**config.mk**
```make
export PLATFORM = sky130hd
export DESIGN_NAME = positional_list_editor_core
export DESIGN_NICKNAME = d
export VERILOG_FILES = /design/src/design/ple_pkg.sv /design/src/design/ple_cell.sv /design/src/design/positional_list_editor_core.sv
export VERILOG_INCLUDE_DIRS = /design/src /design/src/design
export SDC_FILE = /design/constraint.sdc
export NUM_CORES = 2
export LEC_CHECK = 0
export ABC_AREA = 0
export BUFFER_PORTS_ARGS = -buffer_cell sky130_fd_sc_hd__buf_2
export CORE_MARGIN = 4
export CORE_UTILIZATION = 40
export CTS_CLUSTER_DIAMETER = 100
export DETAILED_ROUTE_END_ITERATION = 8
export GPL_TIMING_DRIVEN = 0
export HOLD_SLACK_MARGIN = 0.06
export PLACE_DENSITY = 0.65
export SLEW_MARGIN = 10
export SYNTH_ARGS = -nofsm -noshare
export SYNTH_HDL_FRONTEND = slang
export SYNTH_SLANG_ARGS = --single-unit
```
**constraint.sdc**
```tcl
create_clock -name clk -period 10.6 [get_ports clk]
set_input_delay 0 -clock clk [delete_from_list [all_inputs] [get_ports clk]]
set_output_delay 0 -clock clk [all_outputs]
set_load 0.01 [all_outputs]
```
**src/design/positional_list_editor_core_assert.svh**
```systemverilog
`ifndef POSITIONAL_LIST_EDITOR_CORE_ASSERT_SVH
`define POSITIONAL_LIST_EDITOR_CORE_ASSERT_SVH

// Same-cycle implication, disabled while reset is asserted.
`define PLE_ASSERT_SAME(label, clk, rst_n, cond, expr, msg) \
    label: assert property (@(posedge clk) disable iff (!rst_n) (cond) |-> (expr)) \
        else $error(msg);

// Next-cycle implication, disabled while reset is asserted.
`define PLE_ASSERT_NEXT(label, clk, rst_n, cond, expr, msg) \
    label: assert property (@(posedge clk) disable iff (!rst_n) (cond) |=> (expr)) \
        else $error(msg);

`endif

```
**src/design/ple_pkg.sv**
```systemverilog
package ple_pkg;

    localparam int CAPACITY_DEF = 16;

    // Wide enough for any list index or count in the supported capacity range.
    localparam int IDX_W = 7;

    localparam logic [2:0] CMD_INS_FRONT = 3'd0;
    localparam logic [2:0] CMD_INS_BACK  = 3'd1;
    localparam logic [2:0] CMD_INS_POS   = 3'd2;
    localparam logic [2:0] CMD_DEL_FRONT = 3'd3;
    localparam logic [2:0] CMD_DEL_BACK  = 3'd4;
    localparam logic [2:0] CMD_DEL_POS   = 3'd5;
    localparam logic [2:0] CMD_DUMP      = 3'd6;

    localparam logic [1:0] ST_OK     = 2'd0;
    localparam logic [1:0] ST_BADPOS = 2'd1;
    localparam logic [1:0] ST_EMPTY  = 2'd2;
    localparam logic [1:0] ST_FULL   = 2'd3;

    typedef logic [1:0] cell_op_t;

    localparam cell_op_t CELL_HOLD = 2'd0;
    localparam cell_op_t CELL_INS  = 2'd1;
    localparam cell_op_t CELL_DEL  = 2'd2;
    localparam cell_op_t CELL_ROT  = 2'd3;

    typedef struct packed {
        cell_op_t         op;
        logic [IDX_W-1:0] idx;
        logic [IDX_W-1:0] last;
    } ple_ctl_t;

    typedef struct packed {
        logic [2:0]         cmd;
        logic [7:0]         position;
        logic signed [31:0] value;
    } ple_req_t;

    typedef struct packed {
        logic [1:0]         status;
        logic [6:0]         length;
        logic signed [31:0] entry;
        logic               final_res;
    } ple_rsp_t;

endpackage

```
**src/design/ple_cell.sv**
```systemverilog
module ple_cell #(
    parameter int INDEX = 0
) (
    input  logic                clk,
    input  ple_pkg::ple_ctl_t   ctl,
    input  logic signed [31:0]  value,
    input  logic signed [31:0]  left_in,
    input  logic signed [31:0]  right_in,
    input  logic signed [31:0]  first_in,
    output logic signed [31:0]  entry
);

    localparam logic [ple_pkg::IDX_W-1:0] MY_IDX = ple_pkg::IDX_W'(INDEX);

    logic signed [31:0] entry_reg;
    logic signed [31:0] entry_next;

    always_comb
    begin
        entry_next = entry_reg;
        unique case (ctl.op)
            ple_pkg::CELL_INS:
            begin
                if (MY_IDX == ctl.idx)
                begin
                    entry_next = value;
                end
                else if (MY_IDX > ctl.idx)
                begin
                    entry_next = left_in;
                end
            end
            ple_pkg::CELL_DEL:
            begin
                if (MY_IDX >= ctl.idx)
                begin
                    entry_next = right_in;
                end
            end
            ple_pkg::CELL_ROT:
            begin
                // The occupied part of the row turns by one toward cell 0.
                if (MY_IDX < ctl.last)
                begin
                    entry_next = right_in;
                end
                else if (MY_IDX == ctl.last)
                begin
                    entry_next = first_in;
                end
            end
            default:
            begin
                entry_next = entry_reg;
            end
        endcase
    end

    always_ff @(posedge clk)
    begin
        entry_reg <= entry_next;
    end

    assign entry = entry_reg;

endmodule

```
**src/design/positional_list_editor_core.sv**
```systemverilog
// Channel   | Handshake               | Payload
// ----------+-------------------------+-----------------------------
// request   | start, busy (in = !busy)| req   (cmd, position, value)
// result    | result_valid (1 cycle)  | result (status, length, entry, final_res)
//
// Every edit is taken when start is high and busy is low; its result is registered
// and appears in the next cycle; edits may follow each other in consecutive cycles.
// A dump of n entries gives n results in consecutive cycles, one entry per cycle
// as the cell row turns past cell 0; busy is high while later entries go out. An empty
// dump gives one result. Reset clears count, state, result_valid; entries stay unknown.
// Results cannot be stalled: each is valid for exactly one cycle.
module positional_list_editor_core #(
    parameter int CAPACITY = ple_pkg::CAPACITY_DEF
) (
    input  logic              clk,
    input  logic              rst_n,
    input  logic              start,
    output logic              busy,
    input  ple_pkg::ple_req_t req,
    output logic              result_valid,
    output ple_pkg::ple_rsp_t result
);

    localparam int FILL_W = $clog2(CAPACITY + 1);

    localparam logic S_IDLE = 1'b0;
    localparam logic S_DUMP = 1'b1;

    logic                 state_reg;
    logic                 state_next;
    logic [FILL_W-1:0]    fill_reg;
    logic [FILL_W-1:0]    fill_next;
    logic [FILL_W-1:0]    dump_cnt_reg;
    logic [FILL_W-1:0]    dump_cnt_next;
    logic                 result_valid_reg;
    logic                 result_valid_next;
    ple_pkg::ple_rsp_t    result_reg;
    ple_pkg::ple_rsp_t    result_next;
    ple_pkg::ple_ctl_t    ctl;
    logic                 accept;
    logic [1:0]           st;
    logic [8:0]           pos9;
    logic [8:0]           fill9;
    logic                 full;

    logic signed [31:0]   cell_q     [CAPACITY];
    logic signed [31:0]   left_w     [CAPACITY];
    logic signed [31:0]   right_w    [CAPACITY];

    for (genvar g = 0; g < CAPACITY; g++)
    begin : g_cells
        if (g == 0)
        begin : g_first
            assign left_w[g] = '0;
        end
        else
        begin : g_mid_l
            assign left_w[g] = cell_q[g-1];
        end

        if (g == CAPACITY - 1)
        begin : g_last
            assign right_w[g] = '0;
        end
        else
        begin : g_mid_r
            assign right_w[g] = cell_q[g+1];
        end

        ple_cell #(
            .INDEX(g)
        ) u_cell (
            .clk      (clk),
            .ctl      (ctl),
            .value    (req.value),
            .left_in  (left_w[g]),
            .right_in (right_w[g]),
            .first_in (cell_q[0]),
            .entry    (cell_q[g])
        );
    end

    assign busy   = (state_reg == S_DUMP);
    assign accept = start && !busy;
    assign pos9   = 9'(req.position);
    assign fill9  = 9'(fill_reg);
    assign full   = (fill_reg >= FILL_W'(CAPACITY));

    always_comb
    begin
        state_next        = state_reg;
        fill_next         = fill_reg;
        dump_cnt_next     = dump_cnt_reg;
        result_valid_next = 1'b0;
        result_next       = result_reg;
        ctl.op            = ple_pkg::CELL_HOLD;
        ctl.idx           = '0;
        ctl.last          = ple_pkg::IDX_W'(fill_reg - 1'b1);
        st                = ple_pkg::ST_OK;

        if (state_reg == S_DUMP)
        begin
            ctl.op                = ple_pkg::CELL_ROT;
            result_valid_next     = 1'b1;
            result_next.status    = ple_pkg::ST_OK;
            result_next.length    = 7'(fill_reg);
            result_next.entry     = cell_q[0];
            result_next.final_res = (dump_cnt_reg == FILL_W'(1));
            dump_cnt_next         = dump_cnt_reg - 1'b1;
            if (dump_cnt_reg == FILL_W'(1))
            begin
                state_next = S_IDLE;
            end
        end
        else if (accept)
        begin
            result_valid_next = 1'b1;
            unique case (req.cmd) inside
                ple_pkg::CMD_INS_FRONT, ple_pkg::CMD_INS_BACK:
                begin
                    if (full)
                    begin
                        st = ple_pkg::ST_FULL;
                    end
                    else
                    begin
                        ctl.op    = ple_pkg::CELL_INS;
                        ctl.idx   = (req.cmd == ple_pkg::CMD_INS_FRONT) ?
                                    '0 : ple_pkg::IDX_W'(fill_reg);
                        fill_next = fill_reg + 1'b1;
                    end
                end
                ple_pkg::CMD_INS_POS:
                begin
                    if (pos9 == 9'd0 || pos9 > fill9 + 9'd1)
                    begin
                        st = ple_pkg::ST_BADPOS;
                    end
                    else if (full)
                    begin
                        st = ple_pkg::ST_FULL;
                    end
                    else
                    begin
                        ctl.op    = ple_pkg::CELL_INS;
                        ctl.idx   = ple_pkg::IDX_W'(pos9 - 9'd1);
                        fill_next = fill_reg + 1'b1;
                    end
                end
                ple_pkg::CMD_DEL_FRONT, ple_pkg::CMD_DEL_BACK:
                begin
                    if (fill_reg == '0)
                    begin
                        st = ple_pkg::ST_EMPTY;
                    end
                    else
                    begin
                        ctl.op    = ple_pkg::CELL_DEL;
                        ctl.idx   = (req.cmd == ple_pkg::CMD_DEL_FRONT) ?
                                    '0 : ple_pkg::IDX_W'(fill_reg - 1'b1);
                        fill_next = fill_reg - 1'b1;
                    end
                end
                ple_pkg::CMD_DEL_POS:
                begin
                    if (pos9 == 9'd0 || pos9 > fill9)
                    begin
                        st = ple_pkg::ST_BADPOS;
                    end
                    else
                    begin
                        ctl.op    = ple_pkg::CELL_DEL;
                        ctl.idx   = ple_pkg::IDX_W'(pos9 - 9'd1);
                        fill_next = fill_reg - 1'b1;
                    end
                end
                ple_pkg::CMD_DUMP:
                begin
                    if (fill_reg == '0)
                    begin
                        st = ple_pkg::ST_EMPTY;
                    end
                    else
                    begin
                        // The first entry goes out now; the rest follow as the row turns.
                        ctl.op        = ple_pkg::CELL_ROT;
                        dump_cnt_next = fill_reg - 1'b1;
                        if (fill_reg != FILL_W'(1))
                        begin
                            state_next = S_DUMP;
                        end
                    end
                end
                default:
                begin
                    result_valid_next = 1'b0;
                end
            endcase

            result_next.status    = st;
            result_next.length    = 7'(fill_next);
            result_next.entry     = '0;
            result_next.final_res = 1'b1;
            if (req.cmd == ple_pkg::CMD_DUMP && fill_reg != '0)
            begin
                result_next.entry     = cell_q[0];
                result_next.final_res = (fill_reg == FILL_W'(1));
            end
        end
    end

    always_ff @(posedge clk or negedge rst_n)
    begin
        if (!rst_n)
        begin
            state_reg        <= S_IDLE;
            fill_reg         <= '0;
            dump_cnt_reg     <= '0;
            result_valid_reg <= 1'b0;
        end
        else
        begin
            state_reg        <= state_next;
            fill_reg         <= fill_next;
            dump_cnt_reg     <= dump_cnt_next;
            result_valid_reg <= result_valid_next;
        end
    end

    always_ff @(posedge clk)
    begin
        result_reg <= result_next;
    end

    assign result_valid = result_valid_reg;
    assign result       = result_reg;

`include "positional_list_editor_core_assert.svh"

    `PLE_ASSERT_SAME(a_fill_cap, clk, rst_n, 1'b1, fill_reg <= FILL_W'(CAPACITY), "count above capacity")
    `PLE_ASSERT_NEXT(a_dump_emits, clk, rst_n, busy, result_valid, "dump cycle without result")
    `PLE_ASSERT_NEXT(a_dump_ends, clk, rst_n, busy && dump_cnt_reg == FILL_W'(1), !busy, "dump did not end")
    `PLE_ASSERT_NEXT(a_fill_stable, clk, rst_n, !accept, $stable(fill_reg), "count changed without request")

endmodule
```
==> results by group <==
Floorplan
  • Die Width: 297 um
  • Rows: 105
  • Die Ht: 297 um
  • Ports: 90
  • Initial core utilization: 40.6%
  • Core Region: 82500 um2
  • Die ar.: 88300 um2

Routing
  • Initial DRC count: 6745
  • DRT Wirelength: 173 mm
  • Via count of the routed design: 33517
  • Post-route ant nets: 0
  • Vias per cell: 7.47
  • Post-DR wirelength/cell: 38.5 um
  • Remaining DRCs: 0
  • Drt pass-1 iters: 8

Yosys
  • Multiplexer share of the synthesized area: 5.05%
  • Area leader, netlist: edfxtp_1
  • Adder-cell share of the synthesized area: 0.748%
  • Mapped Area: 33500 um2
  • Post-Synth XOR/XNOR Area: 0.314%
  • Ys async rst share: 2.13%
  • Unique masters post-synth: 76
  • Post-synthesis simple-gate area fraction: 9.99%
  • Synth area leaders: edfxtp_1, o211ai_1, a22oi_1, mux2i_1, clkbuf_1
  • Mean Syn Cell Area: 10.7 um2
  • Ys flop type: edfxtp_1
  • Register bit total from synthesis: 564
  • Synth top area share: 49.4%
  • Post-synth EDFFs: 550
  • YS warnings: 0
  • Syn Inst Count: 3127
  • Synth Area in Compound Gates: 28.0%
  • Main combinational cell family by area after synthesis: compound AO/OA/AOI/OAI gates
  • Register area share after synthesis: 50.4%

Power and ir drop
  • Power Dens Cells: 297 nW/um2
  • Worst VDD drop: 0.143 mV
  • Leak pwr: 12.5 nW

Clock network
  • Worst-path clk slew: 0.06 ns
  • Sinks on Clock Net: 564
  • TritonCTS clock tree: done
  • Number of H-tree levels: 3
  • CTS Buf Count: 68
  • Root cell of the clock tree: clkbuf_16
  • Gates resized, CTS repair: 0
  • Clock latency on the worst-skew pair: 0.65 ns
  • # Post-CTS Setup Buffers: 0
  • Longest Clk Path Bufs: 3

Hold path
  • Type of the tightest min-delay check: in2reg
  • Hold depth: 4

Critical path
  • Crit path max fanout: 10
  • CP arrival: 9.17 ns
  • Cell at the slowest stage of the critical path: a2111oi_2
  • Max incr delay on CP: 0.95 ns
  • Critical-path cell list: clkbuf_1 -> inv_1 -> ha_1 -> clkbuf_1 -> inv_1 -> ha_1 -> nand4_1 -> nor4_1 -> nor2_1 -> nor4_1 -> clkbuf_1 -> o31a_1 -> o21ai_0 -> o21bai_2 -> a2111oi_2 -> buf_2 -> buf_2 -> buf_2 -> buf_2
  • Crit end category: flip-flop
  • Startpoint class of the critical path: flip-flop
  • Worst EP required: 10.95 ns
  • CP Class: reg2reg
  • R2R cell count: 19
  • Most Frequent Cell on Critical Path: buf_2

STA
  • Min cycle time layout: 8.82 ns
  • Setup violators final: 0
  • RSZ-0062 raised after global routing: false
  • Final Hold Viols: 0
  • Final period utilization: 83.2%
  • Fmax: 113 MHz
  • Setup ws final: 1.78 ns
  • Pins Over Slew Limit: 23
  • Max Clock Skew: 0.0284 ns
  • Worst Tran Pin Value: 1.56 ns
  • Slew Limit Headroom: -4.09%

Flow run
  • Max Cap Viol: 2

Finish
  • Core Util, Final: 46.4%
  • Layout Nets: 3422
  • Fillcell total: 7830
  • Layout cells sized above 1: 9.24%
  • Fin area: 38300 um2
  • Max FFs per register: 512
  • Area Overhead vs Synth: 14.4%

Placement
  • Post-DP HPWL: 133 mm
  • Dpl cell area: 35800 um2
  • Pre-CTS setup slack: 2.34 ns
  • Port bufs: 85
  • RD Place Congestion: 1.03

Status
  • Violated checks: max-capacitance violations, max-slew violations
  • Status: complete, but fails checks

Global routing
  • Initial antenna violation count: 5
  • Vias in the first global route: 30999
  • Largest net degree at the start of global routing: 35
  • First-pass GRT wire length: 236 mm
  • Remaining Overflow, GRT: 0
  • GRT Total Usage: 37.1%
layout by cell type (no fill, tap or decap), drive strengths merged, types with 15 or more instances in the layout:
cell type,synthesis,routed
a221o,15,15
mux2i,145,145
nand2,135,135
nand3,129,129
a211oi,22,22
a22o,71,71
o21ai,59,59
o221ai,64,64
ha,20,20
nor2b,25,25
mux2,21,21
dlygate4sd3,0,37
clkbuf,355,440
inv,45,49
clkinv,2,33
nor3,156,156
edfxtp,550,550
a311o,129,129
nor2,174,174
a21oi,45,45
buf,68,189
o211ai,456,456
a22oi,210,210
a32oi,24,24
area by class of cell:
class,count,area (um2),area share (%)
sequential,564,16900,44.0
multi-input combinational,2094,14900,39.0
clock buffer,85,1790,4.67
buffer,423,1690,4.41
tap,1070,1340,3.50
timing repair buffer,158,1200,3.13
clock inverter,38,302,0.788
inverter,47,176,0.461
antenna,5,12.5,0.0327
cell usage after synthesis, drive strengths merged (6+ instances only):
master,number
a221o,15
edfxtp,550
inv,45
xnor2,9
a22oi,210
nand4,7
o311ai,10
mux2,21
o211ai,456
nor2b,25
nor3,156
nand2,135
o31ai,6
o21ai,59
nand2b,8
and2,14
a32oi,24
nor2,174
dfrtp,12
a21oi,45
ha,20
a211oi,22
a311o,129
mux2i,145
clkbuf,355
o221ai,64
nand3,129
a311oi,10
nor4,8
a31oi,12
o22ai,8
or2,7
a32o,13
a222oi,6
a21o,6
a22o,71
nand3b,12
buf,68
through the flow:
stage	power, mW	hold WS, ns	cells	setup TNS [ns]
final	11.4	0.227	4484	0
after global routing	11.5	0.261	4479	0
after CTS	10.9	0.177	4479	0
after detailed placement	8.66	-0.0894	4319	0
after global placement	8.53	-0.100	4283	-216.52
after floorplan	6.64	-0.296	3128	0
repair_timing:
item,in CTS,in global routing
hold endpoints to repair,150,0
hold buffers,37,0
setup endpoints to repair,0,0
final timing paths:
check	from	to	slack, ns
setup / recovery	fill_reg[0]	g_cells[2].u_cell.entry[3]	1.78
hold / removal	req[42]	result[41]	0.23
min in group asynchronous	rst_n	dump_cnt_reg[0]	0.44
max in group asynchronous	rst_n	busy	9.77
setup reg to reg	fill_reg[0]	g_cells[2].u_cell.entry[3]	1.78
hold reg to reg	result[41]	result[41]	0.47
cells by family after synthesis:
group	count (synthesis)
multiplexers	166
AND/OR/NAND/NOR	702
other	1
XOR/XNOR	12
flip-flops	564
adder cells (fa/ha/maj)	20
buffers and inverters	470
AO/OA/AOI/OAI	1192
critical path: cells and delay by family, from the launching register on:
family,cells,cell delay (ns)
buf+inv,9,3.45
compound gates,4,2.40
simple gates,4,1.20
fa+ha+maj,2,0.91
flops,1,0.52
power breakdown:
part           switching [mW]  total, mW  internal [mW]  leakage [nW]
Sequential              0.458       3.96           3.51          5.36
Combinational            3.54       5.07           1.53          6.14
Clock                    1.05       2.31           1.26          1.01
metal layers:
metal	track usage [%]	up-vias	routed length, um
li1	-	13215	-
met1	47.8	15962	61000
met2	53.0	3591	70200
met3	14.3	747	28900
met4	21.9	2	12500
met5	0	-	21
No activity file was read; power rests on OpenSTA's default activity.
